**src/rtl/core/smhh_pkg.sv**
```systemverilog
// Package with shared types, constants and SHA-256 helper functions.
package smhh_pkg;

   localparam int INDEX_BITS = 31;
   localparam int VLEN_BITS  = 7;
   localparam int SLOT_BITS  = 6;
   localparam int CSR_IDX_BITS = 1;
   localparam int CSR_DATA_BITS = 31;
   localparam int NUM_ROUNDS = 64;
   localparam int NUM_CELLS  = 8;
   localparam int ROUNDS_PER_CELL = NUM_ROUNDS / NUM_CELLS;

   typedef enum logic [CSR_IDX_BITS-1:0] {
      CSR_MOD_N = 1'b0,
      CSR_VLEN  = 1'b1
   } csr_index_type;

   typedef struct packed {
      logic [31:0] a, b, c, d, e, f, g, h;
   } work_type;

   // Carries the request through the cells alongside the working state.
   typedef struct packed {
      logic             valid;
      logic             batch;
      logic [511:0]     sched;
      work_type         work;
   } cell_data_type;

   function automatic logic [31:0] rotr(input logic [31:0] x, input int n);
      rotr = (x >> n) | (x << (32 - n));
   endfunction

   function automatic logic [31:0] round_k(input logic [5:0] i);
      logic [31:0] k [64];
      k = '{32'h428a2f98, 32'h71374491, 32'hb5c0fbcf, 32'he9b5dba5, 32'h3956c25b,
            32'h59f111f1, 32'h923f82a4, 32'hab1c5ed5, 32'hd807aa98, 32'h12835b01,
            32'h243185be, 32'h550c7dc3, 32'h72be5d74, 32'h80deb1fe, 32'h9bdc06a7,
            32'hc19bf174, 32'he49b69c1, 32'hefbe4786, 32'h0fc19dc6, 32'h240ca1cc,
            32'h2de92c6f, 32'h4a7484aa, 32'h5cb0a9dc, 32'h76f988da, 32'h983e5152,
            32'ha831c66d, 32'hb00327c8, 32'hbf597fc7, 32'hc6e00bf3, 32'hd5a79147,
            32'h06ca6351, 32'h14292967, 32'h27b70a85, 32'h2e1b2138, 32'h4d2c6dfc,
            32'h53380d13, 32'h650a7354, 32'h766a0abb, 32'h81c2c92e, 32'h92722c85,
            32'ha2bfe8a1, 32'ha81a664b, 32'hc24b8b70, 32'hc76c51a3, 32'hd192e819,
            32'hd6990624, 32'hf40e3585, 32'h106aa070, 32'h19a4c116, 32'h1e376c08,
            32'h2748774c, 32'h34b0bcb5, 32'h391c0cb3, 32'h4ed8aa4a, 32'h5b9cca4f,
            32'h682e6ff3, 32'h748f82ee, 32'h78a5636f, 32'h84c87814, 32'h8cc70208,
            32'h90befffa, 32'ha4506ceb, 32'hbef9a3f7, 32'hc67178f2};
      round_k = k[i];
   endfunction

   localparam work_type INIT_H = '{
      32'h6a09e667, 32'hbb67ae85, 32'h3c6ef372, 32'ha54ff53a,
      32'h510e527f, 32'h9b05688c, 32'h1f83d9ab, 32'h5be0cd19};

endpackage

```
**src/rtl/core/smhh_cell.sv**
```systemverilog
// One compression cell: eight rounds, one per cycle while the chain is not held, on its own slot of the chain.
module smhh_cell (
   input  logic                     clock,
   input  logic                     reset,
   input  logic [2:0]               cell_id,
   input  logic                     advance,
   input  logic                     step_en,
   input  logic [2:0]               step,
   input  smhh_pkg::cell_data_type  prev_data,
   output smhh_pkg::cell_data_type  cell_data
);
   import smhh_pkg::*;

   cell_data_type data_ff, data_in, rounded;
   logic [31:0] w_cur, w_new, t1, t2, s0, s1;
   logic [5:0]  rnd;
   work_type    v;

   assign rnd   = {cell_id, step};
   assign v     = data_ff.work;
   assign w_cur = data_ff.sched[511:480];
   assign s0 = rotr(data_ff.sched[479:448], 7) ^ rotr(data_ff.sched[479:448], 18)
             ^ (data_ff.sched[479:448] >> 3);
   assign s1 = rotr(data_ff.sched[63:32], 17) ^ rotr(data_ff.sched[63:32], 19)
             ^ (data_ff.sched[63:32] >> 10);
   assign w_new = w_cur + s0 + data_ff.sched[223:192] + s1;
   assign t1 = v.h + (rotr(v.e, 6) ^ rotr(v.e, 11) ^ rotr(v.e, 25))
             + ((v.e & v.f) ^ (~v.e & v.g)) + round_k(rnd) + w_cur;
   assign t2 = (rotr(v.a, 2) ^ rotr(v.a, 13) ^ rotr(v.a, 22))
             + ((v.a & v.b) ^ (v.a & v.c) ^ (v.b & v.c));

   always_comb begin
      rounded       = data_ff;
      rounded.sched = {data_ff.sched[479:0], w_new};
      rounded.work  = '{t1 + t2, v.a, v.b, v.c, v.d + t1, v.e, v.f, v.g};
   end

   always_comb begin
      data_in = data_ff;
      if (advance) begin
         data_in = prev_data;
      end else if (step_en && data_ff.valid) begin
         data_in = rounded;
      end
   end

   always_ff @(posedge clock) begin
      if (reset) data_ff.valid <= 1'b0;
      else       data_ff.valid <= data_in.valid;
      data_ff.batch <= data_in.batch;
      data_ff.sched <= data_in.sched;
      data_ff.work  <= data_in.work;
   end

   // The eighth round is done on the way out, as the neighbor loads it at the shift.
   assign cell_data = rounded;
endmodule

```
**config.mk**
```make
export PLATFORM = sky130hd
export DESIGN_NAME = smhh_cell
export DESIGN_NICKNAME = d
export VERILOG_FILES = /design/src/rtl/core/smhh_pkg.sv /design/src/rtl/core/smhh_cell.sv
export SDC_FILE = /design/constraint.sdc
export NUM_CORES = 2
export LEC_CHECK = 0
export BUFFER_PORTS_ARGS = -buffer_cell sky130_fd_sc_hd__buf_2
export CORE_AREA = 5 5 597 599
export DETAILED_ROUTE_END_ITERATION = 16
export DIE_AREA = 0 0 602 604
export MAX_ROUTING_LAYER = met4
export PLACE_DENSITY = 0.35
export SYNTH_ARGS = -nofsm -noshare
export SYNTH_HDL_FRONTEND = slang
export SYNTH_SLANG_ARGS = --single-unit
```
**constraint.sdc**
```tcl
create_clock -name clock -period 38.9 [get_ports clock]
set_input_delay 3.89 -clock clock [delete_from_list [all_inputs] [get_ports clock]]
set_output_delay 3.89 -clock clock [all_outputs]
set_load 0.01 [all_outputs]
```
==> Yosys cells after proc, flatten, opt, wreduce, memory -nomap -nowiden <==
Memory sizes are Yosys's and may differ from the RTL's.
Cells that the tools add are included.
{ "word_totals": {"reg_bits": 770, "rom_bits": 2048, "inputBits": 780, "output_inout_bits": 770, "elab_cells": 57, "memories": 1} }
{ "classes": {"addsub": 10, "n_lt_le_gt_ge": 1, "n_mux": 4, "n_bitwise": 28, "reduce_logical": 2} }
{ "mem_list": {"columns": ["memory", "depth", "word_bits", "rd", "rd_ports_with_merged_regs", "write_ports", "line_no", "source"], "rows": [
  ["(no name shown)", 64, 32, 1, 0, 0, "smhh_pkg.sv:49", "round_k = k[i];"]
]} }
{ "ops": {"columns": ["cell", "count"], "rows": [
  ["2-to-1 mux 770 bit", 1],
  ["2-to-1 mux 768 bit", 1],
  ["adder 32 bit", 10],
  ["XOR 32 bit", 9],
  ["bitwise AND 32 bit", 5],
  ["2-to-1 mux 32 bit", 2],
  ["NOT 32 bit", 1],
  ["bitwise OR 10 x 32 -> 32 bit", 1],
  ["bitwise OR 13 x 32 -> 32 bit", 1],
  ["bitwise OR 14 x 32 -> 32 bit", 1],
  ["bitwise OR 15 x 32 -> 32 bit", 1],
  ["bitwise OR 19 x 32 -> 32 bit", 1],
  ["bitwise OR 21 x 32 -> 32 bit", 1],
  ["bitwise OR 25 x 32 -> 32 bit", 1],
  ["bitwise OR 26 x 32 -> 32 bit", 1],
  ["bitwise OR 30 x 32 -> 32 bit", 1],
  ["bitwise OR 7 x 32 -> 32 bit", 1],
  ["XOR 32 x 22 -> 32 bit", 1],
  ["XOR 32 x 29 -> 32 bit", 1],
  ["greater-or-equal comparator 7 bit (second input constant)", 1],
  ["NOT 6 -> 7 bit", 1],
  ["nonzero test 2 bit", 1],
  ["logical AND 1 bit", 1]
]} }

==> Depth between registers and ports, before layout <==
{ "depth": {"depth_word": 10, "mapped_depth": 37, "ltp_nobuf": 35} }

==> Worst setup path after synthesis <==
No wires, ideal clock.
{ "synth_path": {"path_type": "input-to-reg", "start": "input port advance", "end": "register data_ff (netlist bit cell_data[0]) (enable)", "setup_time_ns": 5.308, "arrival_ns": 16.957, "t_required_ns": 33.592, "setup_slack_ns": 16.636, "cell_stages": 4, "path_buffers": 2, "cell_sequence": "clkinv_1 clkbuf_1 buf_1 nand2_1"} }
{ "synth_via": {"elab_chain_cells": 1} }
{ "synth_rtl": {"columns": ["item", "line_no", "source"], "rows": [
  ["start, declared", "smhh_cell.sv:6", "input logic advance,"],
  ["nonzero test 2 bit (no line)", null, null],
  ["end, declared", "smhh_cell.sv:14", "cell_data_type data_ff, data_in, rounded;"]
]} }
Every way passes these cells.
A chain may end at the register's enable or synchronous reset.

==> results.toml <==
[finish]
nNetsFinal = 6617
drive_gt1_share_pct = 45.0
final_common_cell = "buf_2"
areaGrowthSynthToFinish_pct = 23.3
layout_common_cells = "buf_2, edfxtp_1, mux2_2, inv_1, nand2_1"

[critical_path]
end_kind = "primary output"
crit_path_start_kind = "input pin"
critical_path.max_stage_delay_ns = 0.76
cpMaxStageDelayCell = "ha_1"
crit_path_max_fanout = 19
crit_top_cell = "fa_1"
crit_type = "input pin to primary output"
cp.arrival_ns = 13.92
required_ns = 35.01

[clock_tree]
cts_buffers = 112
cts_tree = "done"
cts.sinks = 770
cts_root_buf = "clkbuf_16"
cts_hold_repair.buffers = 0
h-tree-depth = 3
cts_buffer_depth = 4
cts_resized = 0
post_cts_buffers = 0
clk_latency_ns = 0.90
cts.clk_slew.worst_paths_ns = 0.06

[placed_design]
gp_congestion = 0.982
numPortBuffers = 1549
place.detailed.hpwl_mm = 339

[yosys]
avgSynthCellArea_um2 = 11.6
synth-simple-area-share_pct = 4.50
ys_seq_elements = 770
yosysSeqAreaShare_pct = 42.7
synthAdderAreaFrac_pct = 10.2
synth_cells = 4666
synth_warnings = 0
synth_xor_area_share_pct = 5.89
synth_nets = 5771
synth-compound-area-share_pct = 7.77
synth_top_family_by_area = "multiplexers"
dominantRegCellSynth = "edfxtp_1"
synth.distinct_cells = 84
synthArstFlopShare_pct = 0
synth-edff-count = 769
synthMuxAreaShare_pct = 15.6
synth_area_um2 = 54100

[detailed_routing]
antenna_left = 0
wirelength_mm = 391
vias = 41957
post_drt_via_cell_ratio = 3.98
drtIter0Drc = 3869
drt_first_pass_iters = 5
drc = 0
wl_per_cell_um = 37.2

[run]
maxCapViolations = 0

[hold_path]
hold_class = "flop to flop"

[floorplanning]
fp.dieW_um = 602
coreArea_um2 = 351000
io_pins = 1550
rows = 218
die_y_um = 604
start_util_pct = 15.4
fp.dieArea_um2 = 364000

[global_routing]
grt_start_max_net_pins = 152
grtUsageTotal_pct = 21.1
overflow = 0
busiest_layer = "met2"
met3_usage_pct = 5.01
antenna_found_initial = 281
grt_pass1_vias = 41385
grt_util_met2_pct = 34.1
grt_pass1_wl_mm = 485
grt_use_met1_pct = 26.0

[sta]
slew_viol_final = 0
fin_crit_sh_pct = 45.8
fmax_ghz = 0.0561
grt_setup_unrepaired = "false"
worst_slew_pin_slew_ns = 1.18
finalClockSkew_ns = 0.156
tns_ns = 0
setup_viol = 0
slew_headroom_pct = 21.5
period_minus_slack_ns = 17.81
final_hold_viol_count = 0

[status]
outcome = "complete, no violations"
-- cells in the mapped netlist (27+ instances only) --
| cell | n | area share, % |
|---|---|---|
| edfxtp_1 | 769 | 43 |
| mux2_2 | 714 | 15 |
| buf_4 | 674 | 9.3 |
| inv_1 | 374 | 2.6 |
| nand2_1 | 244 | 1.7 |
| xnor2_1 | 237 | 3.8 |
| fa_1 | 187 | 6.9 |
| o21ai_0 | 185 | 1.7 |
| clkbuf_1 | 182 | 1.3 |
| a21oi_1 | 156 | 1.4 |
| ha_1 | 138 | 3.2 |
| nor2_1 | 133 | 0.92 |
| xor2_1 | 127 | 2.1 |
| a21o_1 | 79 | 1.1 |
| nand3_1 | 38 | 0.35 |
| nor3_1 | 33 | 0.31 |
| a211oi_1 | 29 | 0.40 |
| a31oi_1 | 27 | 0.31 |
-- metal layers --
layer  share of wire, %  vias to the layer above  wire length [um]
met5                  0                        -                 0
met4                3.8                        0             14900
met3                7.5                      533             29300
met2                 47                     2112            184000
met1                 42                    21579            162000
li1                   -                    17733                 -
-- per-stage QoR --
step	setup WS (ns)	utilization (%)	hold WS [ns]	cells	instance area, um^2
finish	21.09	19.0	0.439	10529	66700
global route	20.65	19.0	0.452	10465	66600
detailed placement	21.24	17.8	0.526	10018	62400
CTS	21.21	18.8	0.426	10219	66000
global placement	21.32	17.8	0.514	10018	62400
floorplan	16.64	-	0.484	4666	54100
-- cell type report --
| class | count | area (um^2) |
|---|---|---|
| inverter | 377 | 1420 |
| timing repair buffer | 1611 | 8280 |
| clock inverter | 68 | 703 |
| sequential | 770 | 23100 |
| multi-input combinational | 2640 | 23800 |
| tap | 4620 | 5780 |
| antenna | 310 | 776 |
| clock buffer | 133 | 2880 |
| fill | 38878 | 284000 |
-- flip-flops by register name, indices dropped and copies added (netlist names) --
signal	count
data_ff	96
cell_data	674
-- worst max-delay path: cells and delay by family --
kind,cells,cell delay (ns)
adders and majority gates,7,3.21
buffers and inverters,6,1.00
xor gates and xnor gates,1,0.19
and+or+nand+nor,3,1.00
AOI/OAI and AO/OA,17,4.59
-- path summary, 6_finish.rpt --
path                       startpoint                  endpoint  slack [ns]  cells past startpoint
max                           step[1]            cell_data[255]       21.09                     34
min          cell_data[371]$_DFFE_PP_  cell_data[403]$_DFFE_PP_        0.44                      1
max reg2reg   cell_data[65]$_DFFE_PP_  cell_data[223]$_DFFE_PP_       29.57                     28
min reg2reg  cell_data[371]$_DFFE_PP_  cell_data[403]$_DFFE_PP_        0.44                      1
-- logic make-up (layout without fill, tap and decap cells) --
group / after synthesis / after routing
compound gates: 656 / 656
fa+ha+maj: 328 / 328
other cells: 0 / 310
simple gates: 549 / 549
mux: 743 / 743
flops: 770 / 770
buf+inv: 1256 / 2189
xor+xnor: 364 / 364
Power is left out: the tool's default activity adds up to more than one toggle a clock period on the data nets, which glitch-free logic cannot reach.
