File: config.mk
export PLATFORM = sky130hd
export DESIGN_NAME = smhh_emit_flat
export DESIGN_NICKNAME = d
export VERILOG_FILES = /design/src/rtl/core/smhh_pkg.sv /design/src/rtl/core/smhh_if.sv /design/src/rtl/core/smhh_emit.sv /design/src/flat_wrapper.sv
export SDC_FILE = /design/constraint.sdc
export NUM_CORES = 1
export LEC_CHECK = 0
export BUFFER_PORTS_ARGS = -buffer_cell sky130_fd_sc_hd__buf_4
export CAP_MARGIN = 0
export CORE_MARGIN = 2
export CORE_UTILIZATION = 35
export CTS_BUF_LIST = sky130_fd_sc_hd__clkbuf_16
export CTS_CLUSTER_SIZE = 10
export DETAILED_ROUTE_END_ITERATION = 10
export PLACE_DENSITY = 0.52
export SYNTH_ARGS = -nofsm -noshare
export SYNTH_HDL_FRONTEND = slang
export SYNTH_SLANG_ARGS = --single-unit
File: constraint.sdc
create_clock -name clock -period 28.3 [get_ports clock]
set_clock_uncertainty 0.1 [all_clocks]
set_input_delay 4.245 -clock clock [delete_from_list [all_inputs] [get_ports clock]]
set_output_delay 4.245 -clock clock [all_outputs]
set_load 0.01 [all_outputs]
File: src/rtl/core/smhh_pkg.sv
// Package with shared types, constants and SHA-256 helper functions.
package smhh_pkg;

   localparam int INDEX_BITS = 31;
   localparam int VLEN_BITS  = 7;
   localparam int SLOT_BITS  = 6;
   localparam int CSR_IDX_BITS = 1;
   localparam int CSR_DATA_BITS = 31;
   localparam int NUM_ROUNDS = 64;
   localparam int NUM_CELLS  = 8;
   localparam int ROUNDS_PER_CELL = NUM_ROUNDS / NUM_CELLS;

   typedef enum logic [CSR_IDX_BITS-1:0] {
      CSR_MOD_N = 1'b0,
      CSR_VLEN  = 1'b1
   } csr_index_type;

   typedef struct packed {
      logic [31:0] a, b, c, d, e, f, g, h;
   } work_type;

   // Carries the request through the cells alongside the working state.
   typedef struct packed {
      logic             valid;
      logic             batch;
      logic [511:0]     sched;
      work_type         work;
   } cell_data_type;

   function automatic logic [31:0] rotr(input logic [31:0] x, input int n);
      rotr = (x >> n) | (x << (32 - n));
   endfunction

   function automatic logic [31:0] round_k(input logic [5:0] i);
      logic [31:0] k [64];
      k = '{32'h428a2f98, 32'h71374491, 32'hb5c0fbcf, 32'he9b5dba5, 32'h3956c25b,
            32'h59f111f1, 32'h923f82a4, 32'hab1c5ed5, 32'hd807aa98, 32'h12835b01,
            32'h243185be, 32'h550c7dc3, 32'h72be5d74, 32'h80deb1fe, 32'h9bdc06a7,
            32'hc19bf174, 32'he49b69c1, 32'hefbe4786, 32'h0fc19dc6, 32'h240ca1cc,
            32'h2de92c6f, 32'h4a7484aa, 32'h5cb0a9dc, 32'h76f988da, 32'h983e5152,
            32'ha831c66d, 32'hb00327c8, 32'hbf597fc7, 32'hc6e00bf3, 32'hd5a79147,
            32'h06ca6351, 32'h14292967, 32'h27b70a85, 32'h2e1b2138, 32'h4d2c6dfc,
            32'h53380d13, 32'h650a7354, 32'h766a0abb, 32'h81c2c92e, 32'h92722c85,
            32'ha2bfe8a1, 32'ha81a664b, 32'hc24b8b70, 32'hc76c51a3, 32'hd192e819,
            32'hd6990624, 32'hf40e3585, 32'h106aa070, 32'h19a4c116, 32'h1e376c08,
            32'h2748774c, 32'h34b0bcb5, 32'h391c0cb3, 32'h4ed8aa4a, 32'h5b9cca4f,
            32'h682e6ff3, 32'h748f82ee, 32'h78a5636f, 32'h84c87814, 32'h8cc70208,
            32'h90befffa, 32'ha4506ceb, 32'hbef9a3f7, 32'hc67178f2};
      round_k = k[i];
   endfunction

   localparam work_type INIT_H = '{
      32'h6a09e667, 32'hbb67ae85, 32'h3c6ef372, 32'ha54ff53a,
      32'h510e527f, 32'h9b05688c, 32'h1f83d9ab, 32'h5be0cd19};

endpackage

File: src/rtl/core/smhh_if.sv


interface smhh_rsp_if;
   logic        valid;
   logic        ready;
   logic [30:0] index;
   logic [5:0]  slot;
   logic        last;
   logic        batch_last;
   modport source (output valid, index, slot, last, batch_last, input ready);
   modport sink   (input valid, index, slot, last, batch_last, output ready);
endinterface

File: src/rtl/core/smhh_emit.sv
// Cuts the digest into hex pieces and reduces each one by a bit-serial remainder.
module smhh_emit (
   input  logic                    clock,
   input  logic                    reset,
   input  logic                    in_valid,
   output logic                    in_ready,
   input  logic [255:0]            in_digest,
   input  logic                    in_batch,
   input  logic [30:0]             mod_n,
   input  logic [6:0]              vlen,
   smhh_rsp_if.source              rsp
);
   import smhh_pkg::*;

   logic         busy_ff, busy_in;
   logic [255:0] dig_ff, dig_in;
   logic         batch_ff, batch_in;
   logic [30:0]  n_ff, n_in;
   logic [3:0]   plen_ff, plen_in;
   logic [5:0]   cnt_ff, cnt_in;
   logic [5:0]   slot_ff, slot_in;
   logic         red_ff, red_in;
   logic [31:0]  val_ff, val_in;
   logic [31:0]  rem_ff, rem_in;
   logic [5:0]   bit_ff, bit_in;
   logic         oval_ff, oval_in;
   logic [30:0]  oidx_ff, oidx_in;
   logic [5:0]   oslot_ff, oslot_in;
   logic         olast_ff, olast_in;
   logic         obatch_ff, obatch_in;
   logic [30:0]  n_eff;
   logic [4:0]   lg;
   logic [3:0]   plen;
   logic [6:0]   maxc, cnt_c;
   logic [31:0]  piece, shl;
   logic [32:0]  trial;

   assign n_eff = (mod_n == '0) ? 31'd1 : mod_n;
   always_comb begin
      int k;
      lg = '0;
      for (k = 1; k < 31; k++) if (n_eff[k]) lg = 5'(k);
   end
   assign plen = 4'd1 + 4'(lg >> 2);
   always_comb begin
      unique case (plen)
         4'd1: maxc = 7'd64;
         4'd2: maxc = 7'd32;
         4'd3: maxc = 7'd21;
         4'd4: maxc = 7'd16;
         4'd5: maxc = 7'd12;
         4'd6: maxc = 7'd10;
         4'd7: maxc = 7'd9;
         4'd8: maxc = 7'd8;
         default: maxc = 7'd8;
      endcase
      cnt_c = (vlen == '0) ? 7'd1 : vlen;
      if (cnt_c > maxc) cnt_c = maxc;
   end

   always_comb begin
      piece = dig_ff[255 -: 32] >> (32 - 4 * int'(plen_ff));
   end
   assign shl   = {rem_ff[30:0], val_ff[bit_ff[4:0]]};
   assign trial = {1'b0, shl} - {2'b0, n_ff};

   assign in_ready = !busy_ff;

   always_comb begin
      busy_in = busy_ff; dig_in = dig_ff; batch_in = batch_ff; n_in = n_ff;
      plen_in = plen_ff; cnt_in = cnt_ff; slot_in = slot_ff; red_in = red_ff;
      val_in = val_ff; rem_in = rem_ff; bit_in = bit_ff;
      oval_in = oval_ff; oidx_in = oidx_ff; oslot_in = oslot_ff;
      olast_in = olast_ff; obatch_in = obatch_ff;
      if (oval_ff && rsp.ready) oval_in = 1'b0;
      if (!busy_ff) begin
         if (in_valid) begin
            busy_in = 1'b1; dig_in = in_digest; batch_in = in_batch;
            n_in = n_eff; plen_in = plen; cnt_in = 6'(cnt_c - 7'd1);
            slot_in = '0; red_in = 1'b0;
         end
      end else if (!red_ff) begin
         val_in = piece;
         dig_in = dig_ff << (4 * int'(plen_ff));
         rem_in = '0;
         bit_in = 6'd31;
         red_in = 1'b1;
      end else if (bit_ff != 6'd63) begin
         rem_in = trial[32] ? shl : trial[31:0];
         bit_in = bit_ff - 6'd1;
      end else if (!oval_ff || rsp.ready) begin
         oval_in = 1'b1; oidx_in = rem_ff[30:0]; oslot_in = slot_ff;
         olast_in = (slot_ff == cnt_ff); obatch_in = batch_ff;
         red_in = 1'b0;
         slot_in = slot_ff + 6'd1;
         if (slot_ff == cnt_ff) busy_in = 1'b0;
      end
   end

   always_ff @(posedge clock) begin
      if (reset) begin
         busy_ff <= 1'b0;
         oval_ff <= 1'b0;
         red_ff  <= 1'b0;
      end else begin
         busy_ff <= busy_in;
         oval_ff <= oval_in;
         red_ff  <= red_in;
      end
      dig_ff <= dig_in; batch_ff <= batch_in; n_ff <= n_in; plen_ff <= plen_in;
      cnt_ff <= cnt_in; slot_ff <= slot_in; val_ff <= val_in; rem_ff <= rem_in;
      bit_ff <= bit_in; oidx_ff <= oidx_in; oslot_ff <= oslot_in;
      olast_ff <= olast_in; obatch_ff <= obatch_in;
   end

   assign rsp.valid      = oval_ff;
   assign rsp.index      = oidx_ff;
   assign rsp.slot       = oslot_ff;
   assign rsp.last       = olast_ff;
   assign rsp.batch_last = obatch_ff;
endmodule

File: src/flat_wrapper.sv
// flat-port wrapper written by rule: the top's interface ports become plain ports
module smhh_emit_flat import smhh_pkg::*;
  (clock, reset, in_valid, in_ready, in_digest, in_batch, mod_n, vlen, rsp_valid, rsp_index, rsp_slot, rsp_last, rsp_batch_last, rsp_ready);
  smhh_rsp_if rsp_i ();
  input  logic clock;
  input  logic reset;
  input  logic in_valid;
  output logic in_ready;
  input  logic [255:0] in_digest;
  input  logic in_batch;
  input  logic [30:0] mod_n;
  input  logic [6:0] vlen;
  output wire logic [$bits(rsp_i.valid)-1:0] rsp_valid;
  output wire logic [$bits(rsp_i.index)-1:0] rsp_index;
  output wire logic [$bits(rsp_i.slot)-1:0] rsp_slot;
  output wire logic [$bits(rsp_i.last)-1:0] rsp_last;
  output wire logic [$bits(rsp_i.batch_last)-1:0] rsp_batch_last;
  input wire logic [$bits(rsp_i.ready)-1:0] rsp_ready;
  assign rsp_valid = rsp_i.valid;
  assign rsp_index = rsp_i.index;
  assign rsp_slot = rsp_i.slot;
  assign rsp_last = rsp_i.last;
  assign rsp_batch_last = rsp_i.batch_last;
  assign rsp_i.ready = rsp_ready;
  smhh_emit u_core (.clock(clock), .reset(reset), .in_valid(in_valid), .in_ready(in_ready), .in_digest(in_digest), .in_batch(in_batch), .mod_n(mod_n), .vlen(vlen), .rsp(rsp_i));
endmodule
=== Word-level counts from Yosys, hierarchy flattened ===
Memory sizes are Yosys's and may differ from the RTL's.
Cells that the tools add are included.

* Output and inout bits: 41
* Memories kept: 1
* Bits of input ports: 299
* Bits in read-only memories: 112
* Register bits: 415

* Bitwise operators: 3
* $add $sub $neg: 6
* Shift operators: 2
* Reductions and logical operators: 13
* Muxes and demuxes: 62
* Magnitude comparators: 2
* Equality and inequality tests: 7

{| class="wikitable"
|+ Memory list
! memory !! depth !! bits a word !! rd ports !! clocked after memory_dff !! write ports !! RTL line !! source
|-
| (no name shown) || 16 || 7 || 1 || 0 || 0 || smhh_emit.sv:46 || <nowiki>unique case (plen)</nowiki>
|}

{| class="wikitable"
|+ Operator list
! operator !! number
|-
| 256-bit 2-to-1 mux || 3
|-
| 256-bit by 6-bit << shifter with 256-bit output || 1
|-
| 5-bit 2-to-1 mux || 29
|-
| 31-bit 2-to-1 mux || 3
|-
| 6-bit 2-to-1 mux || 7
|-
| 32-bit by 31-bit subtractor with 33-bit output || 1
|-
| 32-bit by 32-bit >> shifter with 32-bit output || 1
|-
| 31-bit logical NOT || 1
|-
| 1-bit 2-to-1 mux || 18
|-
| 6-bit by 1-bit subtractor with 6-bit output, second input constant || 2
|-
| 2-bit != test, second input constant || 5
|-
| 2-bit AND reduction || 4
|-
| 4-bit AND reduction || 2
|-
| 7-bit > comparator || 1
|-
| 7-bit logical NOT || 1
|-
| 7-bit 2-to-1 mux || 1
|-
| 6-bit by 6-bit subtractor with 7-bit output, first input constant || 1
|-
| 6-bit by 1-bit adder with 6-bit output, second input constant || 1
|-
| 6-bit equality test || 1
|-
| 5-bit by 6-bit less-than comparator with 1-bit output, second input constant || 1
|-
| 6-bit != test, second input constant || 1
|-
| 1-bit binary-select mux with 5-bit select || 1
|-
| 1-bit by 3-bit adder with 4-bit output, first input constant || 1
|-
| 1-bit inverter || 3
|-
| other kinds (4) || 5
|}

=== Logic depth before layout (Yosys ltp) ===
An unclocked memory read counts as a cell.

* Depth in word-level cells: 37
* Depth in mapped cells: 21

=== Worst setup path after synthesis ===
No wires, ideal clock.

* Kind: in2reg
* Start: in in_valid
* End: reg u_core.dig_ff[0] (enable)
* Arrival time: 11.188 ns
* Stages on the path: 3
* Path slack: 16.412 ns
* Cell sequence: nor2b_1 nor2_1 inv_1

* Cells in the longest elaborated chain, start to end: 2

{| class="wikitable"
|+ RTL lines
! item !! RTL line !! source
|-
| start: declaration || flat_wrapper.sv:7 || <nowiki>input logic in_valid;</nowiki>
|-
| 2-bit nonzero test (no line) || -- ||
|-
| 2-bit AND reduction (no line) || -- ||
|-
| end signal: assignment || smhh_emit.sv:110 || <nowiki>dig_ff <= dig_in; batch_ff <= batch_in; n_ff <= n_in; plen_ff <= plen_in;</nowiki>
|-
| end: declaration || smhh_emit.sv:16 || <nowiki>logic [255:0] dig_ff, dig_in;</nowiki>
|}

No other way between the ends.
A chain may end at the register's enable or synchronous reset.

=== Worst setup path after layout ===
* Start: in mod_n[25]
* End: reg u_core.cnt_ff[5], data pin

* Cells in the longest elaborated chain, start to end: 35

{| class="wikitable"
|+ RTL lines
! item !! RTL line !! source
|-
| start: declaration || flat_wrapper.sv:11 || <nowiki>input logic [30:0] mod_n;</nowiki>
|-
| 31-bit logical NOT || smhh_emit.sv:38 || <nowiki>assign n_eff = (mod_n == '0) ? 31'd1 : mod_n;</nowiki>
|-
| 31-bit 2-to-1 mux (*) || smhh_emit.sv:38 ||
|-
| 5-bit 2-to-1 mux (27 in a row) || smhh_emit.sv:42 || <nowiki>for (k = 1; k < 31; k++) if (n_eff[k]) lg = 5'(k);</nowiki>
|-
| 5-bit 2-to-1 mux (*) || smhh_emit.sv:42 ||
|-
| 1-bit by 3-bit adder with 4-bit output (*) || smhh_emit.sv:44 || <nowiki>assign plen = 4'd1 + 4'(lg >> 2);</nowiki>
|-
| memory read 16 x 7 bit (*) || -- ||
|-
| 7-bit > comparator || smhh_emit.sv:58 || <nowiki>if (cnt_c > maxc) cnt_c = maxc;</nowiki>
|-
| 6-bit 2-to-1 mux (*) || smhh_emit.sv:58 ||
|-
| 6-bit by 1-bit subtractor with 6-bit output (*) || smhh_emit.sv:79 || <nowiki>n_in = n_eff; plen_in = plen; cnt_in = 6'(cnt_c - 7'd1);</nowiki>
|-
| end signal: assignment || smhh_emit.sv:111 || <nowiki>cnt_ff <= cnt_in; slot_ff <= slot_in; val_ff <= val_in; rem_ff <= rem_in;</nowiki>
|-
| end: declaration || smhh_emit.sv:20 || <nowiki>logic [5:0] cnt_ff, cnt_in;</nowiki>
|}

Every way passes the cells marked *; elsewhere a longest branch is shown, timed or not.

==> impl_metrics.csv <==
group,metric,value,unit
outcome,status,"complete, no violations",
timing,finalSetupViolations,0,
floorplanning,core,86600,um^2
critical_path,r2r_setup_slack,22.11,ns
cells_and_area,fin_area,35400,um^2
timing,slew_viol_final,0,
job,maxCapViolations,0,
critical_path,ff2ff_path_depth,15,
clock_tree,cts.sinks,415,
hold_path,hp-class,"reg -> reg",
critical_path,cp_slowest_cell,"nor4_1",
global_routing,grt_pass1_vias,24600,
critical_path,path_class,"in -> reg",
drt,drtPass1Iterations,6,
pwr,peakVddDrop,0.0470,mV
cells_and_area,area_growth_syn_to_layout,15.9,%
clock_tree,cts_made_buffers,55,
clock_tree,cts-resized-gates,0,
cells_and_area,multi_input_area,16600,um^2
critical_path,cpPeakStageDelay,0.61,ns
yosys,avgSynthCellArea,10.6,um^2
timing,fmaxAchievable,122,MHz
critical_path,cp-start-kind,"primary input",
drt,initialDrtViolationCount,2163,
hold_path,hold_start,"u_core.batch_ff",
floorplanning,die_w,299,um
clock_tree,postCtsSetupBuffers,0,
global_routing,grt_max_degree,217,
clock_tree,cts.clk_slew.worst_paths,0.06,ns
floorplanning,die_h,299,um
drt,viasPerCell,5.84,
yosys,ys_seq_elements,415,
cells_and_area,antenna_cells,0,
critical_path,path_cells,"buf_4 -> nor4_1 -> nand2_1 -> or2_2 -> ha_1 -> xnor2_1 -> nand2_1 -> a21oi_1 -> inv_1 -> ha_1 -> o21a_1 -> o21a_1 -> o21bai_1 -> a21oi_1 -> mux2i_1 -> nand3_1 -> nor2_1 -> xor2_1",
yosys,async_reset_ff_frac,0,
clock_tree,tritoncts,"yes",
timing,hold_violations,0,
yosys,netlist_area,30600,um^2
global_routing,grt_usage,0.235,
yosys,syn_nets,3223,
timing,fin_crit_sh,0.290,
cells_and_area,drive_gt1_frac,0.266,
critical_path,worstSetupEndpointType,"flip-flop",
yosys,yosys.cell_types.count,76,
cells_and_area,finalNonFillerCells,4233,
drt,drc,0,
placement,dp.cells,4136,
yosys,synthFlopType,"edfxtp_1",
cells_and_area,ff_latch_area,12400,um^2
drt,ant_nets,0,
timing,totalNegativeSetupSlack,0,ns
clock_tree,hold_buffers,0,
placement,io_buffers,339,
placement,placed_cell_area,33800,um^2
floorplanning,initial_core_util,0.353,
pwr,power_density,55.9,nW/um^2
floorplanning,rows,108,
timing,worstMarginPinSlew,1.19,ns
yosys,synth_cells,2874,
cells_and_area,fillers,8352,
global_routing,grt_overflow_total,0,
cells_and_area,final_nets,3387,
yosys,yosysSeqAreaShare,0.407,
hold_path,holdPathStages,0,
drt,routedWlPerCell,25.7,um
global_routing,antenna_found_initial,8,
floorplanning,top_level_ports,340,
clock_tree,htree_levels,2,
placement,gp_congestion,0.890,
timing,slew_headroom,0.204,
yosys,yosysWarnings,0,
yosys,synth_edf_count,412,
placement,hpwl,80900,um
pwr,p_leak,13.5,nW
clock_tree,clkLatencyLatePin,0.63,ns
global_routing,grt_first_pass_wirelength,160000,um
drt,wirelength,109000,um
drt,vias,24700,
timing,min_period,8.20,ns
floorplanning,die_area,89700,um^2
clock_tree,clockBufferDepth,3,
hold_path,hold-path-endpoint,"u_core.rsp.batch_last",
critical_path,reg2reg_to,"u_core.rem_ff[16]",
critical_path,cp.required,28.56,ns
critical_path,critPathArrivalTime,8.47,ns
clock_tree,cts-root-buf,"clkbuf_16",
critical_path,path_max_fanout,6,
critical_path,r2r-start,"u_core.bit_ff[0]",
timing,rsz0062_at_grt,"no",
-- power by group --
part	switching [mW]	total [mW]	internal (mW)
registers	0.0580	0.812	0.754
clock network	0.283	0.652	0.369
logic	0.291	0.516	0.225
-- synth_stat cells, types with 20 or more instances --
cell,instances,area [um^2]
a211oi_1,76,571
a21oi_1,212,1060
and2_1,39,244
buf_1,36,135
buf_2,37,185
clkbuf_1,189,709
edfxtp_1,412,12400
ha_1,49,613
inv_1,112,420
mux2_2,128,1440
mux2i_1,199,1990
mux4_2,204,4590
nand2_1,387,1450
nand3_1,26,130
nor2_1,197,739
nor2b_1,31,194
nor3_1,22,110
o211ai_1,50,375
o21ai_0,206,1030
o2bb2ai_1,20,175
xnor2_1,22,193
-- placed cells by master (no fill, tap or decap), types with 26 or more instances in the layout --
master | netlist | routed
buf_4 | 1 | 373
clkbuf_16 | 0 | 55
a211oi_1 | 76 | 76
o211ai_1 | 50 | 50
nor2_1 | 197 | 195
nor2b_1 | 31 | 30
edfxtp_1 | 412 | 412
inv_1 | 112 | 117
a21oi_1 | 212 | 212
nand3_1 | 26 | 26
nand2_1 | 387 | 387
o21ai_0 | 206 | 206
mux2_2 | 128 | 128
ha_1 | 49 | 49
and2_1 | 39 | 39
mux4_2 | 204 | 204
mux2i_1 | 199 | 199
-- registers in the layout (all words and copies together), names as in the netlist --
register               flops
u_core.rsp.index          31
u_core.red_ff              1
u_core.n_ff               31
u_core.dig_ff            256
u_core.rsp.slot            6
u_core.rsp.last            1
u_core.plen_ff             4
u_core.bit_ff              6
u_core.slot_ff             6
u_core.rem_ff             31
u_core.busy_ff             1
u_core.rsp.valid           1
u_core.val_ff             32
u_core.cnt_ff              6
u_core.rsp.batch_last      1
u_core.batch_ff            1
-- area by class of cell --
class                   instances  area share
repair buffers                375      0.0802
well taps                    1155      0.0408
clock inverters                42     0.00749
flip-flops and latches        415       0.351
multi-input cells            2079       0.469
inverters                     112      0.0123
clock buffers                  55      0.0389
-- metrics by stage --
stage          setup slack [ns]  hold slack (ns)  total power, mW  utilization
5_1_grt                   19.70            0.346             2.06        0.409
3_3_place_gp              19.51            0.303             1.33        0.390
4_1_cts                   20.18            0.328             1.99        0.409
2_1_floorplan             16.41            0.300             1.15            -
3_5_place_dp              19.52            0.319             1.33        0.390
6_report                  20.10            0.329             1.98        0.409
-- critical path, delay by kind of cell --
kind,cells,cell delay [ns]
compound gates,5,1.05
xor+xnor,2,0.41
fa+ha+maj,2,0.53
buf+inv,2,0.19
mux,1,0.41
simple gates,6,1.62
-- worst max path at each step --
stage | start | end | slack [ns] | cells after the start
finish | mod_n[25] | u_core.cnt_ff[5] | 20.10 | 18
global route | mod_n[5] | u_core.cnt_ff[5] | 19.70 | 21
CTS | mod_n[25] | u_core.cnt_ff[4] | 20.18 | 18
detailed placement | mod_n[25] | u_core.cnt_ff[4] | 19.52 | 18
global placement | mod_n[25] | u_core.cnt_ff[4] | 19.51 | 18
floorplan | in_valid | u_core.dig_ff[0] | 16.41 | 3
-- metal layers --
layer	vias up	GRT usage	routed length, um
met3	144	0.0331	7110
met2	976	0.389	52300
met4	2	0.0668	3080
li1	11200	-	-
met1	12400	0.323	46400
met5	-	0	13
-- kinds of logic (layout without fill, tap and decap cells) --
logic type	after synthesis	in the layout	share of synthesized area
AND/OR/NAND/NOR	771	771	0.109
multiplexers	531	531	0.263
AO/OA/AOI/OAI	686	686	0.139
XOR/XNOR	41	41	0.0118
flip-flops	415	415	0.407
buffers and inverters	380	584	0.0498
adder cells (fa/ha/maj)	50	50	0.0207
No activity file was read; power rests on OpenSTA's default activity.
